==> src/sv/dcc_halfbit_packet_framer_assert.svh <==
// Assertion macros for the DCC half-bit packet framer.
// Used by dhpf_framer and the top level in this folder; no other dependencies.
`ifndef DCC_HALFBIT_PACKET_FRAMER_ASSERT_SVH
`define DCC_HALFBIT_PACKET_FRAMER_ASSERT_SVH
`ifndef SYNTHESIS
// Same-cycle implication, checked on every rising edge outside reset.
`define DHPF_ASSERT_NOW(label, ante, cons, msg) \
  label: assert property (@(posedge clk) disable iff (rst) (ante) |-> (cons)) \
    else $error(msg);
// Next-cycle implication, checked on every rising edge outside reset.
`define DHPF_ASSERT_NEXT(label, ante, cons, msg) \
  label: assert property (@(posedge clk) disable iff (rst) (ante) |=> (cons)) \
    else $error(msg);
`else
`define DHPF_ASSERT_NOW(label, ante, cons, msg)
`define DHPF_ASSERT_NEXT(label, ante, cons, msg)
`endif
`endif

==> src/sv/dhpf_pkg.sv <==
// Shared types and constants of the DCC half-bit packet framer.
// No dependencies; imported by every module of the block.
package dhpf_pkg;

  localparam int TICKS_W     = 16;
  localparam int BYTES_W     = 56;
  localparam int IN_TDATA_W  = 24;
  localparam int OUT_TDATA_W = 64;
  localparam int CFG_INDEX_W = 2;
  localparam int CFG_DATA_W  = 11;

  // Configuration register indexes
  localparam logic [CFG_INDEX_W-1:0] CFG_FILTER_ENABLE    = 2'd0;
  localparam logic [CFG_INDEX_W-1:0] CFG_STRICT_MODE      = 2'd1;
  localparam logic [CFG_INDEX_W-1:0] CFG_ONE_THRESHOLD_US = 2'd2;

  // Timing check modes
  localparam logic [1:0] STRICT_NONE       = 2'd0;
  localparam logic [1:0] STRICT_DECODER    = 2'd1;
  localparam logic [1:0] STRICT_CONTROLLER = 2'd2;

  localparam logic [10:0] RESET_ONE_THRESHOLD_US = 11'd80;
  localparam int          CLAMP_US               = 1200;
  localparam int          GLITCH_US              = 4;
  localparam logic [7:0]  PREAMBLE_MIN           = 8'd10;
  localparam logic [7:0]  PREAMBLE_MAX           = 8'd255;

  typedef struct packed {
    logic        filter_enable;
    logic [1:0]  strict_mode;
    logic [10:0] one_threshold_us;
  } cfg_t;

  // Edge history kept by the framer and needed by the classifier
  typedef struct packed {
    logic               seen;
    logic               last_pin;
    logic [TICKS_W-1:0] last_ticks;
  } edge_hist_t;

  typedef struct packed {
    logic               accept;
    logic               bit_val;
    logic               out_of_spec;
    logic [TICKS_W-1:0] ticks;
  } edge_info_t;

  typedef struct packed {
    logic               overlong;
    logic [2:0]         byte_count;
    logic [BYTES_W-1:0] packet_bytes;
    logic               packet_done;
    logic               accepted;
  } result_t;

endpackage

==> src/sv/dhpf_edge_class.sv <==
// Edge classifier: clamps the half-bit length, filters glitches, decides the
// half-bit value and checks timing limits. Depends on dhpf_pkg.
module dhpf_edge_class import dhpf_pkg::*; #(
  parameter int TICKS_PER_US = 2
) (
  input  logic [TICKS_W-1:0] half_bit_ticks,
  input  logic               pin_level,
  input  cfg_t               cfg,
  input  edge_hist_t         hist,
  output edge_info_t         info
);

  // All microsecond limits are compared in ticks: floor(t/T) < X <=> t < X*T
  localparam int MAX_TICKS    = CLAMP_US * TICKS_PER_US;
  localparam int GLITCH_TICKS = GLITCH_US * TICKS_PER_US;
  localparam int CTL0_LO      = 95 * TICKS_PER_US;
  localparam int CTL0_HI      = 9901 * TICKS_PER_US;
  localparam int CTL1_LO      = 55 * TICKS_PER_US;
  localparam int CTL1_HI      = 62 * TICKS_PER_US;
  localparam int CTL_DELTA    = 3 * TICKS_PER_US;
  localparam int DEC0_LO      = 90 * TICKS_PER_US;
  localparam int DEC0_HI      = 10001 * TICKS_PER_US;
  localparam int DEC1_LO      = 52 * TICKS_PER_US;
  localparam int DEC1_HI      = 65 * TICKS_PER_US;
  localparam int DEC_DELTA    = 6 * TICKS_PER_US;

  logic [TICKS_W-1:0] ticks_c;
  logic [TICKS_W-1:0] diff;
  logic [31:0]        t32;
  logic [31:0]        d32;
  logic [31:0]        thr_ticks;
  logic               bit_val;
  logic               ctl_bad;
  logic               dec_bad;

  assign ticks_c   = (32'(half_bit_ticks) > 32'(MAX_TICKS)) ? TICKS_W'(MAX_TICKS)
                                                            : half_bit_ticks;
  assign diff      = (ticks_c >= hist.last_ticks) ? ticks_c - hist.last_ticks
                                                  : hist.last_ticks - ticks_c;
  assign t32       = 32'(ticks_c);
  assign d32       = 32'(diff);
  assign thr_ticks = 32'(cfg.one_threshold_us) * 32'(TICKS_PER_US);
  assign bit_val   = t32 < thr_ticks;

  assign ctl_bad = bit_val
    ? (t32 < 32'(CTL1_LO) || t32 >= 32'(CTL1_HI) || d32 > 32'(CTL_DELTA))
    : (t32 < 32'(CTL0_LO) || t32 >= 32'(CTL0_HI));
  assign dec_bad = bit_val
    ? (t32 < 32'(DEC1_LO) || t32 >= 32'(DEC1_HI) || d32 > 32'(DEC_DELTA))
    : (t32 < 32'(DEC0_LO) || t32 >= 32'(DEC0_HI));

  always_comb begin
    info.accept  = !(cfg.filter_enable && hist.seen &&
                     (pin_level == hist.last_pin || t32 < 32'(GLITCH_TICKS)));
    info.bit_val = bit_val;
    info.ticks   = ticks_c;
    case (cfg.strict_mode)
      STRICT_CONTROLLER: info.out_of_spec = ctl_bad;
      STRICT_DECODER:    info.out_of_spec = dec_bad;
      default:           info.out_of_spec = 1'b0;
    endcase
  end

endmodule

==> src/sv/dhpf_framer.sv <==
// Bit pairing, preamble counting and byte framing state of the DCC framer.
// Depends on dhpf_pkg and the assertion header.
`include "dcc_halfbit_packet_framer_assert.svh"
module dhpf_framer import dhpf_pkg::*; #(
  parameter int PACKET_BUFFER_LENGTH = 8
) (
  input  logic       clk,
  input  logic       rst,
  input  logic       step,
  input  logic       pin_level,
  input  logic       queue_full,
  input  edge_info_t info,
  output edge_hist_t hist,
  output result_t    res
);

  localparam logic [2:0] MAX_STORED = 3'(PACKET_BUFFER_LENGTH - 1);

  logic [7:0]         preamble_ones, preamble_ones_next;
  logic               in_packet, in_packet_next;
  logic [7:0]         shift_byte, shift_byte_next;
  logic [3:0]         bits_in_byte, bits_in_byte_next;
  logic [2:0]         bytes_stored, bytes_stored_next;
  logic [BYTES_W-1:0] packet_store, packet_store_next;
  logic [1:0]         startup_edges, startup_edges_next;
  logic               last_bit_value, last_bit_value_next;
  logic               last_pin, last_pin_next;
  logic [TICKS_W-1:0] last_ticks, last_ticks_next;
  logic               second_half, second_half_next;
  logic [7:0]         sb;
  logic [3:0]         bits_inc;

  assign hist.seen       = startup_edges != 2'd0;
  assign hist.last_pin   = last_pin;
  assign hist.last_ticks = last_ticks;

  assign sb       = {shift_byte[6:0], info.bit_val};
  assign bits_inc = bits_in_byte + 4'd1;

  always_comb begin
    preamble_ones_next  = preamble_ones;
    in_packet_next      = in_packet;
    shift_byte_next     = shift_byte;
    bits_in_byte_next   = bits_in_byte;
    bytes_stored_next   = bytes_stored;
    packet_store_next   = packet_store;
    startup_edges_next  = startup_edges;
    last_bit_value_next = last_bit_value;
    last_pin_next       = last_pin;
    last_ticks_next     = last_ticks;
    second_half_next    = second_half;
    res                 = '0;
    res.accepted        = info.accept;

    if (info.accept) begin
      last_pin_next   = pin_level;
      last_ticks_next = info.ticks;
      last_bit_value_next = info.bit_val;
      if (startup_edges < 2'd2) begin
        startup_edges_next = startup_edges + 2'd1;
      end else begin
        second_half_next = (info.bit_val != last_bit_value) ? 1'b0 : !second_half;
        if (second_half_next) begin
          // Drop a packet on a bit outside the timing limits
          if (info.out_of_spec && in_packet) begin
            in_packet_next     = 1'b0;
            preamble_ones_next = '0;
          end
          if (!in_packet_next) begin
            if (info.bit_val) begin
              if (preamble_ones_next < PREAMBLE_MAX) begin
                preamble_ones_next = preamble_ones_next + 8'd1;
              end
            end else if (preamble_ones_next < PREAMBLE_MIN) begin
              preamble_ones_next = '0;
            end else begin
              in_packet_next    = 1'b1;
              shift_byte_next   = '0;
              bits_in_byte_next = '0;
              bytes_stored_next = '0;
              packet_store_next = '0;
            end
          end else if (queue_full) begin
            in_packet_next     = 1'b0;
            preamble_ones_next = '0;
          end else if (bits_in_byte == 4'd8) begin
            // Separator bit: zero means another byte, one ends the packet
            if (!info.bit_val) begin
              bits_in_byte_next = '0;
            end else begin
              res.packet_done    = 1'b1;
              res.byte_count     = bytes_stored;
              res.packet_bytes   = packet_store;
              in_packet_next     = 1'b0;
              preamble_ones_next = 8'd1;
            end
          end else begin
            shift_byte_next   = sb;
            bits_in_byte_next = bits_inc;
            if (bits_inc == 4'd8) begin
              if (bytes_stored < MAX_STORED) begin
                for (int k = 0; k < 7; k++) begin
                  if (bytes_stored == 3'(k)) begin
                    packet_store_next[BYTES_W-1-8*k -: 8] = sb;
                  end
                end
                bytes_stored_next = bytes_stored + 3'd1;
              end else begin
                res.packet_done    = 1'b1;
                res.overlong       = 1'b1;
                res.byte_count     = bytes_stored;
                res.packet_bytes   = packet_store;
                in_packet_next     = 1'b0;
                preamble_ones_next = '0;
              end
              shift_byte_next = '0;
            end
          end
        end
      end
    end
  end

  always_ff @(posedge clk) begin
    if (rst) begin
      preamble_ones  <= '0;
      in_packet      <= 1'b0;
      shift_byte     <= '0;
      bits_in_byte   <= '0;
      bytes_stored   <= '0;
      packet_store   <= '0;
      startup_edges  <= '0;
      last_bit_value <= 1'b0;
      last_pin       <= 1'b0;
      last_ticks     <= '0;
      second_half    <= 1'b0;
    end else if (step) begin
      preamble_ones  <= preamble_ones_next;
      in_packet      <= in_packet_next;
      shift_byte     <= shift_byte_next;
      bits_in_byte   <= bits_in_byte_next;
      bytes_stored   <= bytes_stored_next;
      packet_store   <= packet_store_next;
      startup_edges  <= startup_edges_next;
      last_bit_value <= last_bit_value_next;
      last_pin       <= last_pin_next;
      last_ticks     <= last_ticks_next;
      second_half    <= second_half_next;
    end
  end

  // A rejected edge leaves the framing state untouched
  `DHPF_ASSERT_NEXT(a_reject_holds, step && !info.accept,
    $stable(preamble_ones) && $stable(in_packet) && $stable(second_half),
    "rejected edge changed framing state")
  `DHPF_ASSERT_NOW(a_packet_bytes_limit, in_packet,
    bits_in_byte <= 4'd8 && bytes_stored <= MAX_STORED,
    "byte framing counters out of range inside a packet")

endmodule

==> src/sv/dcc_halfbit_packet_framer.sv <==
// Top level of the DCC half-bit decoder and packet framer: stream ports,
// configuration registers, input and result registers.
// Depends on dhpf_pkg, dhpf_edge_class, dhpf_framer and the assertion header.
//
// Usage:
//   Feed one transaction per signal edge on s_axis: the half-bit length in
//   timer ticks, the pin level and the downstream queue-full flag. Every
//   transaction yields exactly one result transaction on m_axis, in order:
//   whether the edge was accepted, and any packet that finished on it.
//   The accepting edge loads the input register; the result register is
//   loaded from it once the result slot is free, and only then does the
//   result show on m_axis. Throughput is one edge per cycle while the
//   receiver does not stall: the classifier and framer state update form
//   one short combinational path between the two registers.
//   When the receiver stalls, the result register holds its transaction and
//   the input register still takes one more edge; s_axis_tready drops only
//   when both are full. Configuration writes land on cfg_wr_en and apply to
//   the next edge processed; write only while no edge is in flight.
//   Reset (rst, synchronous) empties both registers, clears all framing
//   state and loads filter_enable=1, strict_mode=1, one_threshold_us=80.
//   The first two accepted edges after reset only seed the edge history.
`include "dcc_halfbit_packet_framer_assert.svh"
module dcc_halfbit_packet_framer import dhpf_pkg::*; #(
  parameter int TICKS_PER_US         = 2,
  parameter int PACKET_BUFFER_LENGTH = 8
) (
  input  logic                   clk,
  input  logic                   rst,
  input  logic                   s_axis_tvalid,
  output logic                   s_axis_tready,
  // [15:0] half_bit_ticks, [16] pin_level, [17] queue_full, [23:18] zero
  input  logic [IN_TDATA_W-1:0]  s_axis_tdata,
  output logic                   m_axis_tvalid,
  input  logic                   m_axis_tready,
  // [0] accepted, [1] packet_done, [57:2] packet_bytes, [60:58] byte_count,
  // [61] overlong, [63:62] zero
  output logic [OUT_TDATA_W-1:0] m_axis_tdata,
  input  logic                   cfg_wr_en,
  input  logic [CFG_INDEX_W-1:0] cfg_index,
  input  logic [CFG_DATA_W-1:0]  cfg_data
);

  cfg_t               cfg;
  logic               in_valid;
  logic [TICKS_W-1:0] in_ticks;
  logic               in_pin;
  logic               in_qfull;
  logic               out_valid;
  result_t            out_res;
  logic               advance;
  edge_hist_t         hist;
  edge_info_t         info;
  result_t            res;

  // Configuration registers
  always_ff @(posedge clk) begin
    if (rst) begin
      cfg.filter_enable    <= 1'b1;
      cfg.strict_mode      <= STRICT_DECODER;
      cfg.one_threshold_us <= RESET_ONE_THRESHOLD_US;
    end else if (cfg_wr_en) begin
      case (cfg_index)
        CFG_FILTER_ENABLE:    cfg.filter_enable    <= cfg_data[0];
        CFG_STRICT_MODE:      cfg.strict_mode      <= cfg_data[1:0];
        CFG_ONE_THRESHOLD_US: cfg.one_threshold_us <= cfg_data;
        default:              ;
      endcase
    end
  end

  // Advance the edge in the input register whenever the result slot frees
  assign advance       = in_valid && (!out_valid || m_axis_tready);
  assign s_axis_tready = !in_valid || advance;

  always_ff @(posedge clk) begin
    if (rst) begin
      in_valid <= 1'b0;
    end else if (s_axis_tready) begin
      in_valid <= s_axis_tvalid;
    end
  end

  always_ff @(posedge clk) begin
    if (s_axis_tvalid && s_axis_tready) begin
      in_ticks <= s_axis_tdata[15:0];
      in_pin   <= s_axis_tdata[16];
      in_qfull <= s_axis_tdata[17];
    end
  end

  dhpf_edge_class #(
    .TICKS_PER_US (TICKS_PER_US)
  ) u_edge_class (
    .half_bit_ticks (in_ticks),
    .pin_level      (in_pin),
    .cfg            (cfg),
    .hist           (hist),
    .info           (info)
  );

  dhpf_framer #(
    .PACKET_BUFFER_LENGTH (PACKET_BUFFER_LENGTH)
  ) u_framer (
    .clk        (clk),
    .rst        (rst),
    .step       (advance),
    .pin_level  (in_pin),
    .queue_full (in_qfull),
    .info       (info),
    .hist       (hist),
    .res        (res)
  );

  // Result register: hold while the receiver stalls
  always_ff @(posedge clk) begin
    if (rst) begin
      out_valid <= 1'b0;
    end else if (advance) begin
      out_valid <= 1'b1;
    end else if (m_axis_tready) begin
      out_valid <= 1'b0;
    end
  end

  always_ff @(posedge clk) begin
    if (advance) begin
      out_res <= res;
    end
  end

  assign m_axis_tvalid = out_valid;
  assign m_axis_tdata  = {2'b00, out_res};

  `DHPF_ASSERT_NOW(a_done_needs_accept, out_valid && out_res.packet_done,
    out_res.accepted, "packet reported on a rejected edge")
  `DHPF_ASSERT_NOW(a_idle_fields_zero, out_valid && !out_res.packet_done,
    out_res.byte_count == 3'd0 && !out_res.overlong && out_res.packet_bytes == '0,
    "packet fields set without a finished packet")
  `DHPF_ASSERT_NOW(a_overlong_count, out_valid && out_res.overlong,
    out_res.packet_done && out_res.byte_count == 3'(PACKET_BUFFER_LENGTH - 1),
    "overlong packet with wrong byte count")
  `DHPF_ASSERT_NEXT(a_stall_keeps_input, in_valid && !advance,
    in_valid, "input edge lost while the result register was full")

endmodule

==> config.mk <==
export PLATFORM = sky130hd
export DESIGN_NAME = dcc_halfbit_packet_framer
export DESIGN_NICKNAME = d
export VERILOG_FILES = /design/src/sv/dhpf_pkg.sv /design/src/sv/dhpf_edge_class.sv /design/src/sv/dhpf_framer.sv /design/src/sv/dcc_halfbit_packet_framer.sv
export VERILOG_INCLUDE_DIRS = /design/src /design/src/sv
export SDC_FILE = /design/constraint.sdc
export NUM_CORES = 1
export LEC_CHECK = 0
export BUFFER_PORTS_ARGS = -buffer_cell sky130_fd_sc_hd__buf_2
export CAP_MARGIN = 20
export CELL_PAD_IN_SITES_DETAIL_PLACEMENT = 0
export CELL_PAD_IN_SITES_GLOBAL_PLACEMENT = 2
export CORE_MARGIN = 4
export CORE_UTILIZATION = 30
export CTS_CLUSTER_DIAMETER = 200
export DETAILED_ROUTE_END_ITERATION = 6
export GPL_TIMING_DRIVEN = 0
export HOLD_SLACK_MARGIN = 0.12
export PLACE_DENSITY_LB_ADDON = 0.1
export SLEW_MARGIN = 40
export SYNTH_ARGS = -nofsm -noshare
export SYNTH_HDL_FRONTEND = slang
export SYNTH_SLANG_ARGS = --single-unit
==> constraint.sdc <==
create_clock -name clk -period 14.8 [get_ports clk]
set_input_delay 2.22 -clock clk [delete_from_list [all_inputs] [get_ports clk]]
set_output_delay 2.22 -clock clk [all_outputs]
set_load 0.03 [all_outputs]
# --- Word-level counts from Yosys, hierarchy flattened ---
# Index checks and enable logic that the tools add are counted.
word_totals:
  ff_bits: 196
  output_inout_bits: 66
classes:
  add_sub_neg: 6
  n_lt_le_gt_ge: 18
  eq_ne: 28
  n_mux: 70
  bitwise_logic: 5
  n_reduce_logical: 41
op_table:
  columns: ["operator", "count"]
  rows:
  - ["$mux 56", 7]
  - ["$mux 60", 3]
  - ["$mux 8", 20]
  - ["$reduce_and 11->1", 7]
  - ["$mux 61", 1]
  - ["$mux 7", 6]
  - ["$ge 16x15->1 const B", 2]
  - ["$lt 16x7->1 const B", 2]
  - ["$lt 16x8->1 const B", 2]
  - ["$mux 16", 2]
  - ["$sub 16x16->16", 2]
  - ["$mux 4", 6]
  - ["$ne 2x2->1 const B", 12]
  - ["$mux 3", 7]
  - ["$mux 1", 17]
  - ["$ge 16x16->1", 1]
  - ["$ge 16x7->1 const B", 1]
  - ["$ge 16x8->1 const B", 1]
  - ["$gt 16x12->1 const B", 1]
  - ["$gt 16x3->1 const B", 1]
  - ["$gt 16x4->1 const B", 1]
  - ["$lt 16x12->1", 1]
  - ["$lt 16x4->1 const B", 1]
  - ["$reduce_and 8->1", 2]
  - ["31 further kinds", 62]

# --- Logic depth before layout (Yosys ltp) ---
# Gate-level depths: netlist of the first run.
depth:
  ltp_word: 18
  mapped_depth: 25
  ltp_nobuf: 24

# --- Cells and area by module ---
# Synthesis of the first run repeated with hierarchy kept, for this count alone.
unflattened:
  hier_cells: 1089
  hier_area_um2: 10550.1
modules_own_cells:
  columns: ["mod", "n_inst", "cells_per_inst", "area_per_inst_um2", "seq_area_each_um2"]
  rows:
  - ["dhpf_framer", 1, 565, 5001.0, 2001.9]
  - ["dcc_halfbit_packet_framer", 1, 154, 3119.2, 2722.6]
  - ["dhpf_edge_class", 1, 370, 2429.8, 0.0]

# --- Least setup slack after synthesis of the first run ---
# No wires, ideal clock.
synth_timing:
  path_kind: "input to register"
  start: "input port m_axis_tready"
  end: "register u_framer.packet_store[0]"
  t_arrival_ps: 7558
  t_required_ps: 14670
  slack_ps: 7112
  stages: 9
  path_buffers: 1
  cell_sequence: "nor2b_1 > nor2b_1 > and2_1 > clkbuf_1 > nand4b_1 > or4b_2 > nor3_4 > o21ai_4 > mux2i_1"
synth_between:
  elab_chain_len: 3
synth_lines:
  columns: ["item", "line_no", "rtl"]
  rows:
  - ["start: declaration", "dcc_halfbit_packet_framer.sv:34", "input logic m_axis_tready,"]
  - ["$logic_or 1x1->1", "dcc_halfbit_packet_framer.sv:72", "assign advance = in_valid && (!out_valid || m_axis_tready);"]
  - ["$logic_and 1x1->1", "dcc_halfbit_packet_framer.sv:72", null]
  - ["via advance", "dcc_halfbit_packet_framer.sv:50", "logic advance;"]
  - ["$reduce_and 11->1 (no source line)", null, null]
  - ["end signal: assignment", "dhpf_framer.sv:143", "packet_store <= packet_store_next;"]
  - ["end: declaration", "dhpf_framer.sv:24", "logic [BYTES_W-1:0] packet_store, packet_store_next;"]
# The timed path passes the listed nets, and every way through them passes these cells.
# A chain may end at the register's enable or synchronous reset.

==> results of run 1 <==
-- registers in the layout, indices dropped and copies added, names as in the netlist --
signal	cells
cfg	14
in_qfull	1
u_framer.in_packet	1
in_ticks	16
u_framer.startup_edges	2
u_framer.shift_byte	7
u_framer.second_half	1
in_pin	1
m_axis_tdata	62
u_framer.bytes_stored	3
u_framer.last_pin	1
u_framer.last_ticks	16
u_framer.packet_store	56
u_framer.bits_in_byte	4
m_axis_tvalid	1
in_valid	1
u_framer.preamble_ones	8
u_framer.last_bit_value	1
-- logic make-up (layout without fill, tap and decap cells) --
group / count (synthesis) / in the layout / synth area share [%]
other: 2 / 9 / 0.0728
XOR/XNOR: 11 / 11 / 0.934
adder cells (fa/ha/maj): 55 / 55 / 6.82
buffers and inverters: 115 / 250 / 4.40
AND/OR/NAND/NOR: 393 / 393 / 19.5
flip-flops: 196 / 196 / 45.8
multiplexers: 75 / 75 / 7.30
AO/OA/AOI/OAI: 210 / 210 / 15.2
-- critical path, stage by stage (launching register included) --
cell and delay, ps:
edfxtp_1 460, nor4b_1 410, nand4_1 190, a21oi_1 410
clkbuf_1 360, and2_1 230, inv_1 120, ha_1 310
buf_1 330, nand4_1 140, or4_1 580, o2111ai_2 400
nor2_2 210, a311oi_1 610, o311a_1 280, o211ai_2 170
o311ai_4 550, and2_1 230, ha_1 260, nand2_1 170
nor4_1 360, o21ai_0 130, a32o_1 290
-- metrics by stage --
step | std cells | instance area, um^2 | utilization [%] | power, uW
after floorplan | 1064 | 10300 | - | 671
after global placement | 1610 | 11400 | 33.8 | 712
after detailed placement | 1615 | 11500 | 34.2 | 713
after CTS | 1647 | 12100 | 35.9 | 1200
after global routing | 1647 | 12100 | 36.0 | 1230
final | 1647 | 12100 | 36.0 | 1180
-- synth_stat cells (10+ instances only) --
library cell | count | area [um^2]
or3_1 | 11 | 68.8
buf_2 | 12 | 60.1
nor3_1 | 16 | 80.1
edfxtp_1 | 80 | 2400
clkbuf_1 | 31 | 116
a21o_1 | 13 | 97.6
nand4_1 | 17 | 106
and2_1 | 67 | 419
o21ai_0 | 31 | 155
o211ai_1 | 10 | 75.1
nand3_1 | 35 | 175
mux2i_1 | 73 | 731
nand2_1 | 147 | 552
and3_1 | 11 | 68.8
a211oi_1 | 15 | 113
inv_1 | 68 | 255
nor2_1 | 39 | 146
dfxtp_1 | 116 | 2320
ha_1 | 53 | 663
a21oi_1 | 60 | 300
-- worst max path at each step --
stage	start	to	slack, ps	cells after the start
final	in_ticks[3]	u_framer.preamble_ones[6]	7480	22
after CTS	in_ticks[3]	u_framer.preamble_ones[6]	7260	21
after global placement	m_axis_tready	u_framer.packet_store[12]	4820	10
after detailed placement	in_ticks[3]	u_framer.preamble_ones[6]	7320	21
after floorplan	m_axis_tready	u_framer.packet_store[0]	7110	9
after global routing	in_ticks[3]	u_framer.preamble_ones[6]	6780	21
-- metal layers --
layer | global-route usage [%] | vias to the layer above | part of all wire, %
met1 | 24.2 | 3826 | 53
met2 | 23.5 | 160 | 43
li1 | - | 4049 | -
met5 | 0 | - | 0
met4 | 4.14 | 0 | 1.2
met3 | 2.68 | 19 | 3.3
-- cell type report --
class	count	area, um^2	area share (%)
multi-input combinational	753	5210	43.0
sequential	196	4720	39.0
timing repair buffer	103	574	4.74
tap	448	561	4.62
clock buffer	18	429	3.54
inverter	69	259	2.14
buffer	46	195	1.61
clock inverter	14	169	1.39
-- report_power, final --
| part | switching (uW) | leakage, uW | internal (uW) | total (uW) |
|---|---|---|---|---|
| registers | 7.01 | 0.00165 | 576 | 583 |
| logic | 81.2 | 0.00291 | 36.4 | 118 |
| clock network | 229 | 0.000298 | 255 | 484 |
| total | 317 | 0.00486 | 867 | 1180 |
==> results_dict.tcl, run 1 <==
set metrics [dict create \
    drc 0 \
    synth_edf_count 80 \
    layout_commonest_cell "nand2_1" \
    nets 1283 \
    ir_worst_vdd_mv 0.0779 \
    io_pins 108 \
    power_leakage_uw 0.00486 \
    avgSynthCellArea_um2 9.76 \
    nFillCells 3521 \
    min_from "u_framer.packet_store[6]" \
    finalWirelength_um 30000 \
    syn-cell-area_mm2 0.0103 \
    hold_violations 0 \
    grt-ovfl-total 0 \
    power_density_mw_per_mm2 97.7 \
    timing.hold.ws_ps 453 \
    reg2reg_setup_slack_ps 7480 \
    grt_usage_pct 16.0 \
    cts_sinks 196 \
    cts_resized 0 \
    cts_tree "built" \
    maxCapViolations 0 \
    vias 8054 \
    coreArea_mm2 0.0337 \
    place_ws_ps 7320 \
    cts_buffer_depth 2 \
    cp-start-kind "register" \
    rsz0062_at_grt "false" \
    critPathArrivalTime_ps 7670 \
    clk-insertion-delay-late_ps 460 \
    period_share_pct 49.5 \
    ys_ff_latch 196 \
    hold_buffers 0 \
    finalSetupViolations 0 \
    io_buffers 98 \
    fp.dieH_um 193 \
    cp_data_required_time_ps 15150 \
    start_util_pct 30.6 \
    h-tree-depth 4 \
    relSlewSlack_pct 48.0 \
    finalSetupTns_ps 0 \
    ys.flop_type "dfxtp_1" \
    status "complete, no violations" \
    layout_setup_ws_ps 7480 \
    grt_first_pass_wirelength_um 47300 \
    syn_inst 1057 \
    drive_gt1_share_pct 15.5 \
    end_kind "register" \
    clk_pin_slew_ps 70 \
    path_class "register to register" \
    r2r_end "u_framer.preamble_ones[6]" \
    hold_depth 2 \
    ys_seq_area_share_pct 45.8 \
    root_buffer "clkbuf_16" \
    rr_startpoint "in_ticks[3]" \
    numCtsBuffers 17 \
    grt_max_degree 22 \
    holdPathEnd "u_framer.packet_store[6]" \
    r2r_cells 22 \
    hold_class "register to register" \
    layout-area-overhead-vs-synth_pct 17.5 \
    hpwl_um 22500 \
    skew_ps 17.1 \
    die_w_um 193 \
    row_count 67 \
    final_cell_mix "147 x nand2_1, 116 x dfxtp_1, 110 x buf_2" \
    post-cts-setup-buffer-count 0 \
    via_per_inst 4.89 \
    ys_types 82 \
    dr.pass1.iters 4 \
    yosys_warnings 0 \
    drv_slew 0 \
    detail-route-antenna-nets 0 \
    fmax_mhz 137 \
    wl_per_cell_um 18.2 \
    finalCriticalPeriod_ps 7320 \
    antenna_found_initial 0 \
    grt_pass1_vias 7898 \
    worstMarginPinSlew_ps 777 \
    n_antenna_cell 0 \
    cp_max_fo 10 \
    finalWeightedCongestion 0.791 \
    async_flop_share_pct 0 \
    dieArea_mm2 0.0374 \
    dr.first_iter.drc_count 393 \
]
No activity file was read; power rests on OpenSTA's default activity.
==> run 2, diff against run 1 <==
==> constraint.sdc (replaced) <==
create_clock -name clk -period 6 [get_ports clk]
set_input_delay 0.9 -clock clk [delete_from_list [all_inputs] [get_ports clk]]
set_output_delay 0.9 -clock clk [all_outputs]
set_load 0.03 [all_outputs]
==> run 2 against run 1 <==
Effect of this change: wire length up 1.7%; critical path type unchanged; final cell count up 2.1%; largest power group unchanged; largest cell class unchanged; core utilization up 1.7 points.
==> results_dict.tcl, run 2 (synthesis gave the netlist of run 1 again) <==
set metrics [dict create \
    layout_commonest_cell "nand2_1" \
    io_buffers 98 \
    numCtsBuffers 17 \
    largest_reg_flops 62 \
    startpoint "in_ticks[13]" \
    cts_sinks 196 \
    cts_tree "built" \
    r2r_cells 23 \
    hold_depth 2 \
    dieArea_mm2 0.0374 \
    fmax_mhz 174 \
    skew_ps 13.2 \
    end_kind "register" \
    row_count 67 \
    vias 8114 \
    path_cells "or4_1 -> a21oi_2 -> buf_4 -> nand2_1 -> inv_1 -> ha_1 -> inv_1 -> fa_1 -> a21o_1 -> a221oi_4 -> buf_4 -> nor3_1 -> nor2_1 -> mux2i_1 -> or3_1 -> a2111o_1 -> o311ai_4 -> and2_4 -> ha_2 -> nand2_1 -> nor4_4 -> o21ai_0 -> a32o_1" \
    antenna_found_initial 0 \
    rr_startpoint "in_ticks[13]" \
    finalWirelength_um 30500 \
    die_w_um 193 \
    reg2reg_setup_slack_ps 240 \
    ir_worst_vdd_mv 0.199 \
    finalSetupViolations 0 \
    root_buffer "clkbuf_16" \
    cp-start-kind "register" \
    clk-insertion-delay-late_ps 450 \
    fp.dieH_um 193 \
    power_density_mw_per_mm2 229 \
    finalCriticalPeriod_ps 5760 \
    relSlewSlack_pct 42.2 \
    cpMaxStageDelayCell "or4_1" \
    clk_pin_slew_ps 70 \
    maxCapViolations 0 \
    nets 1317 \
    grt-ovfl-total 0 \
    cp_max_fo 10 \
    hpwl_um 22700 \
    via_per_inst 4.83 \
    critPathArrivalTime_ps 6100 \
    worstMarginPinSlew_ps 868 \
    place_area_mm2 0.0115 \
    finalSetupTns_ps 0 \
    cts_buffer_depth 2 \
    n_antenna_cell 0 \
    dr.first_iter.drc_count 411 \
    endpoint "u_framer.preamble_ones[6]" \
    final_area_mm2 0.0127 \
    grt_pass1_vias 7978 \
    detail-route-antenna-nets 0 \
    grt_max_degree 19 \
    coreArea_mm2 0.0337 \
    power_leakage_uw 0.00508 \
    layout-area-overhead-vs-synth_pct 23.1 \
    io_pins 108 \
    grt_first_pass_wirelength_um 48200 \
    period_share_pct 96.0 \
    timing.hold.ws_ps 455 \
    grt_usage_pct 16.2 \
    status "complete, no violations" \
    final_cell_mix "147 x nand2_1, 116 x dfxtp_1, 110 x buf_2" \
    r2r_end "u_framer.preamble_ones[6]" \
    cp_data_required_time_ps 6340 \
    finalWeightedCongestion 0.788 \
    h-tree-depth 4 \
    drive_gt1_share_pct 21.0 \
    slowest_delay_ps 610 \
    drv_slew 0 \
    hold_violations 0 \
    dr.pass1.iters 4 \
    hold_class "register to register" \
    path_class "register to register" \
    start_util_pct 30.6 \
    wl_per_cell_um 18.1 \
    drc 0 \
]
run 2: cell types whose count changed in the layout (fill, tap and decap cells not counted), sizes merged:
cell / before / now
inv: 74 / 73
bufinv: 2 / 1
clkinv: 7 / 4
clkbuf: 49 / 52
nor2: 40 / 41
buf: 118 / 153
run 2: layout make-up:
type | instances | area [um^2]
Fill cell | 3525 | 21000
Multi-Input combinational cell | 754 | 5510
Sequential cell | 196 | 4720
Timing Repair Buffer | 137 | 863
Tap cell | 448 | 561
Clock buffer | 23 | 478
Inverter | 69 | 259
Buffer | 45 | 200
Clock inverter | 9 | 95.1
run 2: worst min path at each step:
stage,startpoint,end,slack [ps]
after floorplan,u_framer.last_ticks[15],u_framer.last_ticks[15],430
after global placement,u_framer.packet_store[54],u_framer.packet_store[54],440
after detailed placement,u_framer.packet_store[16],u_framer.packet_store[16],450
after CTS,u_framer.packet_store[16],u_framer.packet_store[16],460
after global routing,u_framer.packet_store[36],u_framer.packet_store[36],480
final,u_framer.packet_store[20],u_framer.packet_store[20],450
run 2: routing by layer:
| metal | up-vias | part of all wire, % | GRT usage (%) |
|---|---|---|---|
| met5 | - | 0 | 0 |
| met4 | 0 | 1.5 | 4.56 |
| met3 | 29 | 3.4 | 3.04 |
| met2 | 136 | 42 | 23.5 |
| met1 | 3831 | 53 | 24.7 |
| li1 | 4118 | - | - |
run 2: report_power, final:
| part | total (uW) | leakage [uW] | internal (uW) | switching (uW) |
|---|---|---|---|---|
| clock network | 1150 | 0.000285 | 614 | 535 |
| logic | 323 | 0.00314 | 110 | 212 |
| registers | 1440 | 0.00165 | 1420 | 16.7 |
run 2: what timing repair did:
item,in CTS,in global routing
cloned,1,0
setup buffers,7,26
setup endpoints to repair,140,137
pin swaps,7,19
hold buffers,0,0
gates resized for setup,37,30
run 2: worst max-delay path, delay by kind of cell, from the launching register on:
kind	cells	cell delay (ps)
flops	1	380
simple gates	8	1800
compound gates	7	2010
fa+ha+maj	3	840
buf+inv	4	520
mux	1	100
run 2: stage by stage:
stage               power (uW)  util, %  worst slack [ps]  std cells
floorplan                 1660        -               181       1064
global placement          1750     33.8             -2060       1610
detailed placement        1760     34.2             -1450       1616
CTS                       2940     36.8              4.13       1655
global route              3040     37.7             -52.7       1681
finish                    2910     37.7               241       1681
==> run 3, diff against run 2 <==
--- a/config.mk
+++ b/config.mk
@@ -17,6 +17,7 @@
 export GPL_TIMING_DRIVEN = 0
 export HOLD_SLACK_MARGIN = 0.12
 export PLACE_DENSITY_LB_ADDON = 0.1
+export REMOVE_ABC_BUFFERS = 1
 export SLEW_MARGIN = 40
 export SYNTH_ARGS = -nofsm -noshare
 export SYNTH_HDL_FRONTEND = slang
==> run 3 against run 2 <==
Effect of this change: hold slack is essentially flat; global-route usage shrank 1.2 points; total power grew 1.0%; largest cell class unchanged; clock power is essentially flat; wire length shrank 7.0%; design area grew 0.15%; non-clock buffer count shrank 28; via count shrank 1.2%; sequential power is essentially flat; register-to-register slack lost 30 ps; critical path type unchanged; final cell count shrank 1.7%; largest power group unchanged; sequential share of layout area is essentially flat.
==> results_dict.tcl, run 3 (synthesis gave the netlist of run 1 again) <==
set metrics [dict create \
    layout_commonest_cell "nand2_1" \
    grt_pass1_vias 7862 \
    path_class "register to register" \
    rr_startpoint "in_ticks[4]" \
    vias 8019 \
    grt_first_pass_wirelength_um 44900 \
    finalCriticalPeriod_ps 5790 \
    cp_data_required_time_ps 6370 \
    p_sw_uw 803 \
    timing.hold.ws_ps 455 \
    finalWeightedCongestion 0.791 \
    clkPwrFrac_pct 40.3 \
    multi_input_area_mm2 0.00549 \
    cp_max_fo 8 \
    hpwl_um 20200 \
    nFillCells 3466 \
    hold_buffers 0 \
    maxCapViolations 0 \
    finalSetupViolations 0 \
    cts_sinks 196 \
    via_per_inst 4.85 \
    nets 1289 \
    io_buffers 99 \
    dr.first_iter.drc_count 375 \
    fmax_mhz 173 \
    antenna_found_initial 0 \
    grtUsageMet3_pct 2.97 \
    dieArea_mm2 0.0374 \
    grt-ovfl-total 0 \
    final_util_pct 37.7 \
    cts_tree "built" \
    power_density_mw_per_mm2 231 \
    grt_max_degree 68 \
    pwr-share-comb_pct 10.8 \
    finalWirelength_um 28400 \
    startpoint "in_ticks[4]" \
    worstMarginPinSlew_ps 667 \
    met1_usage_pct 21.5 \
    wl_per_cell_um 17.2 \
    grt_most_used_layer "met2" \
    min_from "u_framer.packet_store[51]" \
    period_share_pct 96.4 \
    fp.dieH_um 193 \
    p_int_uw 2140 \
    drive_gt1_share_pct 22.5 \
    relSlewSlack_pct 55.4 \
    ir_worst_vdd_mv 0.238 \
    drc 0 \
    largest_reg_flops 62 \
    dr.pass1.iters 5 \
    power_leakage_uw 0.00511 \
    clk_pin_slew_ps 70 \
    numCtsBuffers 17 \
    detail-route-antenna-nets 0 \
    coreArea_mm2 0.0337 \
    h-tree-depth 4 \
    grt_usage_pct 15.0 \
    power_frac_seq_pct 48.9 \
    status "complete, no violations" \
    hold_class "register to register" \
    drv_slew 0 \
    cp-start-kind "register" \
    cts_buffer_depth 2 \
    seqCellArea_mm2 0.00473 \
    met2_usage_pct 23.5 \
    root_buffer "clkbuf_16" \
    row_count 67 \
    clk-insertion-delay-late_ps 450 \
    die_w_um 193 \
    final_cell_mix "143 x nand2_1, 115 x dfxtp_1, 98 x buf_2" \
    io_pins 108 \
    critPathArrivalTime_ps 6150 \
    skew_ps 16.1 \
    n_antenna_cell 0 \
    sw_frac_of_total_pct 27.3 \
    end_kind "register" \
    hold_violations 0 \
    layout-area-overhead-vs-synth_pct 23.3 \
    start_util_pct 30.6 \
]
## run 3: cell count changes in the layout (fill, tap and decap cells not counted), sizes merged
cell    previous run  this run
buf              153       154
bufinv             1         0
clkbuf            52        19
clkinv             4         9
## run 3: through the flow
step	instance area, um^2	power, uW	std cells	worst slack (ps)	setup TNS (ps)
floorplan	10100	1650	1018	-1000	-110420
global placement	11200	1750	1565	-5030	-626750
detailed placement	11500	1760	1579	-1380	-153780
CTS	12300	2980	1624	30.3	0
global route	12700	3080	1653	-23.5	-175
finish	12700	2940	1653	214	0
## run 3: what timing repair did
| item | in CTS | in global routing |
|---|---|---|
| setup buffers | 12 | 29 |
| gates cloned | 1 | 0 |
| pin swaps | 11 | 19 |
| endpoints found under the setup margin | 140 | 121 |
| resized for setup | 26 | 39 |
## run 3: final timing paths
path | end | slack [ps] | depth (start not counted)
worst max-delay path | u_framer.packet_store[23] | 210 | 21
worst max register to register | u_framer.packet_store[23] | 210 | 21
worst min-delay path | u_framer.packet_store[51] | 450 | 2
worst min register to register | u_framer.packet_store[51] | 450 | 2
## run 3: cell type report
| type | count | share of cell area, % |
|---|---|---|
| well taps | 448 | 4.41 |
| repair buffers | 154 | 8.33 |
| flip-flops and latches | 196 | 37.2 |
| clock buffers | 19 | 3.74 |
| inverters | 69 | 2.10 |
| clock inverters | 13 | 1.05 |
| multi-input cells | 754 | 43.2 |
## run 3: routing by layer
metal  share of wire, %  vias to the layer above  wire length (um)
met5                  0                        -                 0
met4                1.3                        0               364
met3                3.2                       21               894
met2                 45                      120             12700
met1                 51                     3813             14400
li1                   -                     4065                 -
## run 3: power groups by stage
stage                     clock network, uW  logic, uW  registers, uW
after floorplan                           0        136           1510
after global placement                    0        274           1470
after detailed placement                  0        286           1470
after CTS                              1240        303           1440
after global routing                   1290        346           1440
final                                  1180        318           1440
## run 3: critical path, stage by stage (launching register included)
cell and delay (ps):
edfxtp_1 410, nor4b_2 340, nand4_1 220, a21oi_4 310
buf_4 190, and2_4 150, inv_2 70, ha_4 330
nand4_1 100, or4_4 520, o2111a_2 340, nand2_4 130
mux2i_1 120, or3_1 330, a2111o_1 500, buf_4 180
o31ai_4 260, buf_4 220, a211oi_4 110, buf_6 200
o21ai_4 440, mux2i_1 230
